<file path="src/hw/rtl/lqmm_pkg.sv">
// ----------------------------------------------------------------------------
// lqmm_pkg
// Shared widths, request and status codes, and types for the linear queue
// with min/max scan.
// ----------------------------------------------------------------------------
package lqmm_pkg;

  localparam int DATA_W        = 32;
  localparam int REQ_W         = 2;
  localparam int STATUS_W      = 2;
  localparam int CAP_W         = 7;
  localparam int DEFAULT_DEPTH = 64;

  localparam logic [CAP_W-1:0] CAP_RESET = 7'd64;

  typedef enum logic [REQ_W-1:0] {
    REQ_ENQ    = 2'd0,
    REQ_DEQ    = 2'd1,
    REQ_MINMAX = 2'd2,
    REQ_NONE   = 2'd3
  } req_t;

  typedef enum logic [STATUS_W-1:0] {
    ST_OK        = 2'd0,
    ST_OVERFLOW  = 2'd1,
    ST_UNDERFLOW = 2'd2,
    ST_EMPTY     = 2'd3
  } status_t;

  typedef enum logic [1:0] {
    S_IDLE,
    S_DEQ,
    S_SCAN
  } state_t;

  // Memory port strobes issued by the controller.
  typedef struct packed {
    logic wr_en;
    logic rd_en;
  } mem_ctl_t;

endpackage

</file>
<file path="src/hw/rtl/lqmm_mem.sv">
// ----------------------------------------------------------------------------
// lqmm_mem
// Slot storage: one write port and one read port with registered read data.
// ----------------------------------------------------------------------------
module lqmm_mem #(
  parameter int DEPTH = lqmm_pkg::DEFAULT_DEPTH,
  parameter int AW    = (DEPTH > 1) ? $clog2(DEPTH) : 1
) (
  input  logic                               clk,
  input  lqmm_pkg::mem_ctl_t                 ctl,
  input  logic [AW-1:0]                      wr_addr,
  input  logic signed [lqmm_pkg::DATA_W-1:0] wr_data,
  input  logic [AW-1:0]                      rd_addr,
  output logic signed [lqmm_pkg::DATA_W-1:0] rd_data
);
  import lqmm_pkg::*;

  logic signed [DATA_W-1:0] mem [DEPTH];
  logic signed [DATA_W-1:0] rd_data_r;

  always_ff @(posedge clk) begin
    if (ctl.wr_en) begin
      mem[wr_addr] <= wr_data;
    end
  end

  always_ff @(posedge clk) begin
    if (ctl.rd_en) begin
      rd_data_r <= mem[rd_addr];
    end
  end

  assign rd_data = rd_data_r;

endmodule

</file>
<file path="src/hw/rtl/lqmm_ctrl.sv">
// ----------------------------------------------------------------------------
// lqmm_ctrl
// Request sequencer: queue counters, capacity register, memory port control
// and the min/max scan over the unread slots.
// ----------------------------------------------------------------------------
module lqmm_ctrl #(
  parameter int DEPTH = lqmm_pkg::DEFAULT_DEPTH,
  parameter int AW    = (DEPTH > 1) ? $clog2(DEPTH) : 1
) (
  input  logic                                 clk,
  input  logic                                 rst_n,
  input  logic                                 start,
  output logic                                 busy,
  input  logic [lqmm_pkg::REQ_W-1:0]           in_req_type,
  input  logic                                 cfg_we,
  input  logic [lqmm_pkg::CAP_W-1:0]           cfg_wdata,
  output lqmm_pkg::mem_ctl_t                   mem_ctl,
  output logic [AW-1:0]                        mem_wr_addr,
  output logic [AW-1:0]                        mem_rd_addr,
  input  logic signed [lqmm_pkg::DATA_W-1:0]   mem_rd_data,
  output logic                                 out_valid,
  output logic [lqmm_pkg::STATUS_W-1:0]        out_status,
  output logic signed [lqmm_pkg::DATA_W-1:0]   out_data,
  output logic signed [lqmm_pkg::DATA_W-1:0]   out_min_value,
  output logic signed [lqmm_pkg::DATA_W-1:0]   out_max_value
);
  import lqmm_pkg::*;

  localparam int CW = $clog2(DEPTH + 1);
  localparam int UW = (CW > CAP_W) ? CW : CAP_W;

  state_t                   state_r, state_nxt;
  logic [CW-1:0]            wr_cnt_r, wr_cnt_nxt;
  logic [CW-1:0]            rd_cnt_r, rd_cnt_nxt;
  logic [CW-1:0]            scan_addr_r, scan_addr_nxt;
  logic                     first_r, first_nxt;
  logic signed [DATA_W-1:0] min_r, min_nxt;
  logic signed [DATA_W-1:0] max_r, max_nxt;
  logic [CAP_W-1:0]         cap_r;

  logic                     out_valid_r, out_valid_nxt;
  logic [STATUS_W-1:0]      out_status_r, out_status_nxt;
  logic signed [DATA_W-1:0] out_data_r, out_data_nxt;
  logic signed [DATA_W-1:0] out_min_r, out_min_nxt;
  logic signed [DATA_W-1:0] out_max_r, out_max_nxt;

  logic                     accept;
  logic [UW-1:0]            usable_cap;
  logic                     full;
  logic                     empty;
  logic                     scan_more;
  logic signed [DATA_W-1:0] cur_min, cur_max;

  assign accept = start && (state_r == S_IDLE);
  assign busy   = (state_r != S_IDLE);

  // Capacity saturates at the memory depth.
  assign usable_cap = (UW'(cap_r) > UW'(DEPTH)) ? UW'(DEPTH) : UW'(cap_r);
  assign full       = (UW'(wr_cnt_r) >= usable_cap);
  assign empty      = (rd_cnt_r >= wr_cnt_r);
  assign scan_more  = (scan_addr_r < wr_cnt_r);

  // Fold the word just read into the running extremes.
  always_comb begin
    if (first_r) begin
      cur_min = mem_rd_data;
      cur_max = mem_rd_data;
    end else begin
      cur_min = (mem_rd_data < min_r) ? mem_rd_data : min_r;
      cur_max = (mem_rd_data > max_r) ? mem_rd_data : max_r;
    end
  end

  // Next state.
  always_comb begin
    state_nxt = state_r;
    unique case (state_r)
      S_IDLE: begin
        if (accept && (in_req_type == REQ_DEQ) && !empty) begin
          state_nxt = S_DEQ;
        end else if (accept && (in_req_type == REQ_MINMAX) && !empty) begin
          state_nxt = S_SCAN;
        end
      end
      S_DEQ: begin
        state_nxt = S_IDLE;
      end
      S_SCAN: begin
        if (!scan_more) begin
          state_nxt = S_IDLE;
        end
      end
      default: begin
        state_nxt = S_IDLE;
      end
    endcase
  end

  // Counters, memory control and results.
  always_comb begin
    wr_cnt_nxt     = wr_cnt_r;
    rd_cnt_nxt     = rd_cnt_r;
    scan_addr_nxt  = scan_addr_r;
    first_nxt      = first_r;
    min_nxt        = min_r;
    max_nxt        = max_r;
    out_valid_nxt  = 1'b0;
    out_status_nxt = ST_OK;
    out_data_nxt   = '0;
    out_min_nxt    = '0;
    out_max_nxt    = '0;
    mem_ctl        = '0;
    mem_wr_addr    = wr_cnt_r[AW-1:0];
    mem_rd_addr    = rd_cnt_r[AW-1:0];

    unique case (state_r)
      S_IDLE: begin
        if (accept) begin
          unique case (in_req_type)
            REQ_ENQ: begin
              out_valid_nxt = 1'b1;
              if (full) begin
                out_status_nxt = ST_OVERFLOW;
              end else begin
                mem_ctl.wr_en = 1'b1;
                wr_cnt_nxt    = wr_cnt_r + 1'b1;
              end
            end
            REQ_DEQ: begin
              if (empty) begin
                out_valid_nxt  = 1'b1;
                out_status_nxt = ST_UNDERFLOW;
                out_data_nxt   = -32'sd1;
              end else begin
                mem_ctl.rd_en = 1'b1;
              end
            end
            REQ_MINMAX: begin
              if (empty) begin
                out_valid_nxt  = 1'b1;
                out_status_nxt = ST_EMPTY;
              end else begin
                mem_ctl.rd_en = 1'b1;
                scan_addr_nxt = rd_cnt_r + 1'b1;
                first_nxt     = 1'b1;
              end
            end
            default: begin
              out_valid_nxt = 1'b1;
            end
          endcase
        end
      end
      S_DEQ: begin
        out_valid_nxt = 1'b1;
        out_data_nxt  = mem_rd_data;
        rd_cnt_nxt    = rd_cnt_r + 1'b1;
      end
      S_SCAN: begin
        // One read is in flight every cycle; the last word lands when the
        // scan address has reached the write count.
        first_nxt = 1'b0;
        min_nxt   = cur_min;
        max_nxt   = cur_max;
        if (scan_more) begin
          mem_ctl.rd_en = 1'b1;
          mem_rd_addr   = scan_addr_r[AW-1:0];
          scan_addr_nxt = scan_addr_r + 1'b1;
        end else begin
          out_valid_nxt = 1'b1;
          out_min_nxt   = cur_min;
          out_max_nxt   = cur_max;
        end
      end
      default: begin
      end
    endcase
  end

  always_ff @(posedge clk) begin
    if (!rst_n) begin
      state_r     <= S_IDLE;
      wr_cnt_r    <= '0;
      rd_cnt_r    <= '0;
      cap_r       <= CAP_RESET;
      out_valid_r <= 1'b0;
    end else begin
      state_r     <= state_nxt;
      wr_cnt_r    <= wr_cnt_nxt;
      rd_cnt_r    <= rd_cnt_nxt;
      out_valid_r <= out_valid_nxt;
      if (cfg_we) begin
        cap_r <= cfg_wdata;
      end
    end
  end

  always_ff @(posedge clk) begin
    scan_addr_r  <= scan_addr_nxt;
    first_r      <= first_nxt;
    min_r        <= min_nxt;
    max_r        <= max_nxt;
    out_status_r <= out_status_nxt;
    out_data_r   <= out_data_nxt;
    out_min_r    <= out_min_nxt;
    out_max_r    <= out_max_nxt;
  end

  assign out_valid     = out_valid_r;
  assign out_status    = out_status_r;
  assign out_data      = out_data_r;
  assign out_min_value = out_min_r;
  assign out_max_value = out_max_r;

endmodule

</file>
<file path="src/hw/rtl/linear_queue_min_max_core.sv">
// ----------------------------------------------------------------------------
// linear_queue_min_max_core
// Non-wrapping array queue of signed 32-bit values with a min/max scan.
// ----------------------------------------------------------------------------
// Usage:
//   Present in_req_type and in_value with start; the item is taken at a
//   clock edge where start is high and busy is low. Each item produces one
//   result, shown for a single cycle with out_valid on out_status, out_data,
//   out_min_value and out_max_value. The receiver cannot stall it.
//   Per request kind, from the accepting edge to out_valid:
//     enqueue, failed dequeue, failed query, unused code: result in the
//       next cycle, no busy, so these items may be issued every cycle;
//     dequeue: one memory read, busy until its data is returned;
//     query over N unread entries: busy while the scan runs, since
//       the scan reads one slot per cycle through the single read port.
//   The longest query is over a full queue of DEPTH entries.
//   cfg_we with cfg_wdata sets the capacity; write it only while idle.
//   Reset empties the queue and restores capacity 64; the slot memory is
//   not cleared, as only written slots are ever read.
// ----------------------------------------------------------------------------
module linear_queue_min_max_core #(
  parameter int DEPTH = lqmm_pkg::DEFAULT_DEPTH
) (
  input  logic                                 clk,
  input  logic                                 rst_n,
  input  logic                                 start,
  output logic                                 busy,
  input  logic [lqmm_pkg::REQ_W-1:0]           in_req_type,
  input  logic signed [lqmm_pkg::DATA_W-1:0]   in_value,
  input  logic                                 cfg_we,
  input  logic [lqmm_pkg::CAP_W-1:0]           cfg_wdata,
  output logic                                 out_valid,
  output logic [lqmm_pkg::STATUS_W-1:0]        out_status,
  output logic signed [lqmm_pkg::DATA_W-1:0]   out_data,
  output logic signed [lqmm_pkg::DATA_W-1:0]   out_min_value,
  output logic signed [lqmm_pkg::DATA_W-1:0]   out_max_value
);
  import lqmm_pkg::*;

  localparam int AW = (DEPTH > 1) ? $clog2(DEPTH) : 1;

  mem_ctl_t                 mem_ctl;
  logic [AW-1:0]            mem_wr_addr;
  logic [AW-1:0]            mem_rd_addr;
  logic signed [DATA_W-1:0] mem_rd_data;

  lqmm_ctrl #(
    .DEPTH (DEPTH),
    .AW    (AW)
  ) u_ctrl (
    .clk           (clk),
    .rst_n         (rst_n),
    .start         (start),
    .busy          (busy),
    .in_req_type   (in_req_type),
    .cfg_we        (cfg_we),
    .cfg_wdata     (cfg_wdata),
    .mem_ctl       (mem_ctl),
    .mem_wr_addr   (mem_wr_addr),
    .mem_rd_addr   (mem_rd_addr),
    .mem_rd_data   (mem_rd_data),
    .out_valid     (out_valid),
    .out_status    (out_status),
    .out_data      (out_data),
    .out_min_value (out_min_value),
    .out_max_value (out_max_value)
  );

  lqmm_mem #(
    .DEPTH (DEPTH),
    .AW    (AW)
  ) u_mem (
    .clk     (clk),
    .ctl     (mem_ctl),
    .wr_addr (mem_wr_addr),
    .wr_data (in_value),
    .rd_addr (mem_rd_addr),
    .rd_data (mem_rd_data)
  );

endmodule

</file>
<file path="config.mk">
export PLATFORM = sky130hd
export DESIGN_NAME = linear_queue_min_max_core
export DESIGN_NICKNAME = d
export VERILOG_FILES = /design/src/hw/rtl/lqmm_pkg.sv /design/src/hw/rtl/lqmm_mem.sv /design/src/hw/rtl/lqmm_ctrl.sv /design/src/hw/rtl/linear_queue_min_max_core.sv
export SDC_FILE = /design/constraint.sdc
export NUM_CORES = 2
export LEC_CHECK = 0
export BUFFER_PORTS_ARGS = -buffer_cell sky130_fd_sc_hd__buf_2
export CAP_MARGIN = 20
export CORE_MARGIN = 2
export CORE_UTILIZATION = 35
export DETAILED_ROUTE_END_ITERATION = 6
export PLACE_DENSITY = 0.53
export SKIP_LAST_GASP = 1
export SYNTH_ARGS = -nofsm -noshare
export SYNTH_HDL_FRONTEND = slang
export SYNTH_SLANG_ARGS = --single-unit
</file>
<file path="constraint.sdc">
create_clock -name clk -period 12 [get_ports clk]
set_clock_uncertainty 0.15 [all_clocks]
set_input_delay 0.6 -clock clk [delete_from_list [all_inputs] [get_ports clk]]
set_output_delay 0.6 -clock clk [all_outputs]
set_load 0.01 [all_outputs]
</file>
==> results.json <==
{
  "synth_edf_count": 2152,
  "die_area_um2": 259000,
  "crit_required_ns": 12.39,
  "wl_um": 262000,
  "cts.sinks": 2274,
  "synthFlopType": "edfxtp_1",
  "ir_drop_v": 0.000131,
  "run_status": "finished, final reports clean",
  "netlist_instances": 5171,
  "layout_min_cycle_time_ns": 7.01,
  "hpwlAfterDp_um": 136000,
  "rows": 185,
  "wl_met2_um": 124000,
  "ys_async_sr_fraction": 0,
  "final_nets": 5611,
  "yosys.area_share.simple": 0.0233,
  "postRouteAntennaNets": 0,
  "worst_path_most_repeated_cell": "buf_4",
  "path_class": "reg -> reg",
  "fmax_mhz": 143,
  "io_buffer_count": 144,
  "hold_path.class": "in -> reg",
  "p_leak_uw": 0.0400,
  "power_density_nw_per_um2": 153,
  "finalCritPeriodShare": 0.584,
  "ys_types": 54,
  "track_usage": 0.198,
  "crit_chain": "inv_1 > ha_1 > o21ai_2 > o221ai_4 > mux2i_4 > buf_4 > buf_4 > buf_12 > mux2i_1 > o22ai_1 > o41ai_2 > nand4_1",
  "fp.dieW_um": 509,
  "syn_avg_cell_area_um2": 17.2,
  "rsz0062_at_grt": "false",
  "firstDrtPassIters": 6,
  "grt_pass1_wl_um": 364000,
  "htreeDepth": 4,
  "drv_cap": 0,
  "dr_wl_met3_um": 16900,
  "post-cts-setup-buffer-count": 0,
  "syn_nets": 5306,
  "synth_compound_area_frac": 0.0649,
  "critical-path-max-stage-delay_ns": 1.02,
  "cts_tree": "done",
  "wl_met1_um": 116000,
  "cp-start-kind": "flop",
  "route.top_layer_used": "met5",
  "drive_above_1_share": 0.149,
  "design.core.area_um2": 254000,
  "initial_core_util": 0.351,
  "setup_tns_ns": 0,
  "cts_root_buf": "clkbuf_16",
  "boundaryPins": 145,
  "synthToLayoutAreaGrowth_pct": 15.7,
  "cp_slowest_cell": "o41ai_2",
  "synth_top_family_by_area": "multiplexers",
  "synth_warnings": 0,
  "hold_viol_final": 0,
  "via_per_inst": 5.45,
  "synthMuxAreaShare": 0.125,
  "synth_area_um2": 89100,
  "place.gp.congestion": 0.780,
  "drc_errors": 0,
  "drt_iter0_drc": 5223,
  "dp_slack_ns": 4.98,
  "overflow": 0,
  "place_inst": 8558,
  "ys_seq_area_frac": 0.753,
  "arrival_ns": 7.40,
  "slew_violations": 0,
  "cts.path.max_buffers": 3,
  "slew_headroom": 0.202,
  "vias": 49278,
  "synth_xor_area_frac": 0.00138,
  "routedWlPerCell_um": 29.0,
  "setup_viol": 0,
  "worst_pin_slew_ns": 1.18,
  "cts.reportedPaths.clkPinSlew_ns": 0.06,
  "cts_inserted_buffers": 225,
  "die_h_um": 509,
  "grt_start_max_net_pins": 129,
  "synthAdderAreaFrac": 0.0126,
  "cp_max_fo": 109,
  "antenna_found_initial": 20,
  "end_kind": "flop",
  "ys_ff_latch": 2274,
  "p_total_uw": 15800,
  "clk_latency_ns": 0.89,
  "final_cell_count_no_fill": 9038,
  "setup_slack_ns": 4.99,
  "first_global_vias": 47491
}
==> repair_timing <==
action | 4_1_cts | 5_1_grt
hold buffers | 16 | 12
hold endpoints to repair | 9 | 111
gates resized for setup | 0 | 0
==> logic make-up (layout without fill, tap and decap cells) <==
family | after synthesis | after routing
and+or+nand+nor | 447 | 447
adders and majority gates | 90 | 90
DFF | 2274 | 2274
xor gates and xnor gates | 14 | 14
muxes | 1107 | 1107
other | 0 | 4
buffers and inverters | 388 | 885
AOI/OAI and AO/OA | 851 | 851
==> layer usage <==
| layer | vias up | track usage |
|---|---|---|
| met5 | - | 0 |
| met4 | 12 | 0.0459 |
| met3 | 326 | 0.0316 |
| met2 | 1736 | 0.320 |
| met1 | 25781 | 0.279 |
| li1 | 21423 | - |
==> layout make-up <==
| cell class | instances | area [µm²] |
|---|---|---|
| Fill cell | 22850 | 151000 |
| Tap cell | 3366 | 4210 |
| Inverter | 88 | 332 |
| Antenna cell | 4 | 10.0 |
| Multi-Input combinational cell | 2509 | 21300 |
| Sequential cell | 2274 | 67100 |
| Timing Repair Buffer | 378 | 2990 |
| Clock inverter | 137 | 1270 |
| Clock buffer | 282 | 5880 |
==> through the flow <==
step,hold slack [ns],area (µm²),util
floorplan,0.301,89100,-
global placement,0.316,94700,0.373
detailed placement,0.320,95100,0.375
CTS,0.00451,102000,0.404
global route,0.000875,103000,0.406
finish,0.0268,103000,0.406
==> synthesized netlist by cell type, drive strengths merged, types with 6 or more instances <==
cell     instances  share of area
a31oi           34         0.0024
edfxtp        2152           0.73
mux2i         1073           0.12
nand3           76         0.0043
nand2b          13        0.00091
dfxtp          122          0.027
buf            192          0.012
xor2             6        0.00059
o41ai          128          0.013
a211o           33         0.0032
nand2          177         0.0075
nor2b           12        0.00084
nand4           46         0.0032
o22ai          515          0.036
mux2            34         0.0043
a21o            29         0.0024
inv             87         0.0037
and2             6        0.00042
ha              90          0.013
o2111ai          7        0.00069
xnor2            8        0.00079
a21oi           17        0.00096
o211ai           7        0.00059
clkbuf         108         0.0046
nor4            10        0.00070
o21ai           53         0.0030
a211oi           8        0.00073
nor2            80         0.0034
==> path summary, 6_finish.rpt <==
kind / startpoint / endpoint / slack [ns] / cells past startpoint
setup / recovery: u_ctrl.wr_cnt_r[2]$_SDFFE_PN0P_ / u_mem.rd_data[27]$_DFFE_PP_ / 4.99 / 12
hold / removal: in_value[3] / u_mem.mem[27][3]$_DFFE_PP_ / 0.03 / 1
setup reg to reg: u_ctrl.wr_cnt_r[2]$_SDFFE_PN0P_ / u_mem.rd_data[27]$_DFFE_PP_ / 4.99 / 12
hold reg to reg: u_ctrl.wr_cnt_r[6]$_SDFFE_PN0P_ / u_ctrl.wr_cnt_r[6]$_SDFFE_PN0P_ / 0.34 / 2
==> registers in the layout, summed over array words and instances, names as in the netlist <==
register and count:
u_ctrl.first_r 1, u_ctrl.out_data 32, u_mem.mem 2048, u_ctrl.out_status 2, u_ctrl.out_valid 1, u_ctrl.out_min_value 32
u_ctrl.min_r 32, u_ctrl.max_r 32, u_mem.rd_data 32, u_ctrl.cap_r 7, u_ctrl.state_r 2, u_ctrl.wr_cnt_r 7
u_ctrl.out_max_value 32, u_ctrl.rd_cnt_r 7, u_ctrl.scan_addr_r 7
==> power breakdown <==
| part | total, µW | switching (µW) | internal [µW] |
|---|---|---|---|
| sequential | 8690 | 5.96 | 8680 |
| combinational | 222 | 165 | 56.8 |
| clock | 6890 | 3020 | 3860 |
==> critical path, delay by kind of cell, from the launching register on <==
family | cells | cell delay [ns]
AND/OR/NAND/NOR | 1 | 0.28
flip-flops | 1 | 0.86
multiplexers | 2 | 0.73
adder cells (fa/ha/maj) | 1 | 0.39
AO/OA/AOI/OAI | 4 | 1.77
buffers and inverters | 4 | 2.29
==> cells in the final DEF (no fill, tap or decap), types with 7 or more instances in the layout <==
cell	synthesis	layout
edfxtp_1	2152	2152
mux2i_1	1073	1072
o22ai_1	515	515
clkbuf_16	0	225
nand2_1	177	169
buf_2	144	161
buf_4	40	149
dfxtp_1	122	122
ha_1	90	90
inv_1	87	88
o41ai_1	128	77
nand3_1	76	76
nor2_4	0	57
clkinv_1	1	53
clkbuf_1	108	53
o41ai_2	0	51
o21ai_0	48	48
nand4_1	46	46
clkinv_2	0	37
buf_12	0	37
mux2_2	34	34
a31oi_1	34	34
a211o_1	33	33
a21o_1	29	29
dlygate4sd3_1	0	28
nor2_1	80	23
bufinv_16	0	18
a21oi_1	17	16
nand2b_1	13	13
nor2b_1	12	11
nand2_4	0	8
xnor2_1	8	8
nor4_2	0	8
a211oi_1	7	7
o211ai_1	7	7
o2111ai_2	0	7
Note: power is estimated with default switching activity, not from simulation.
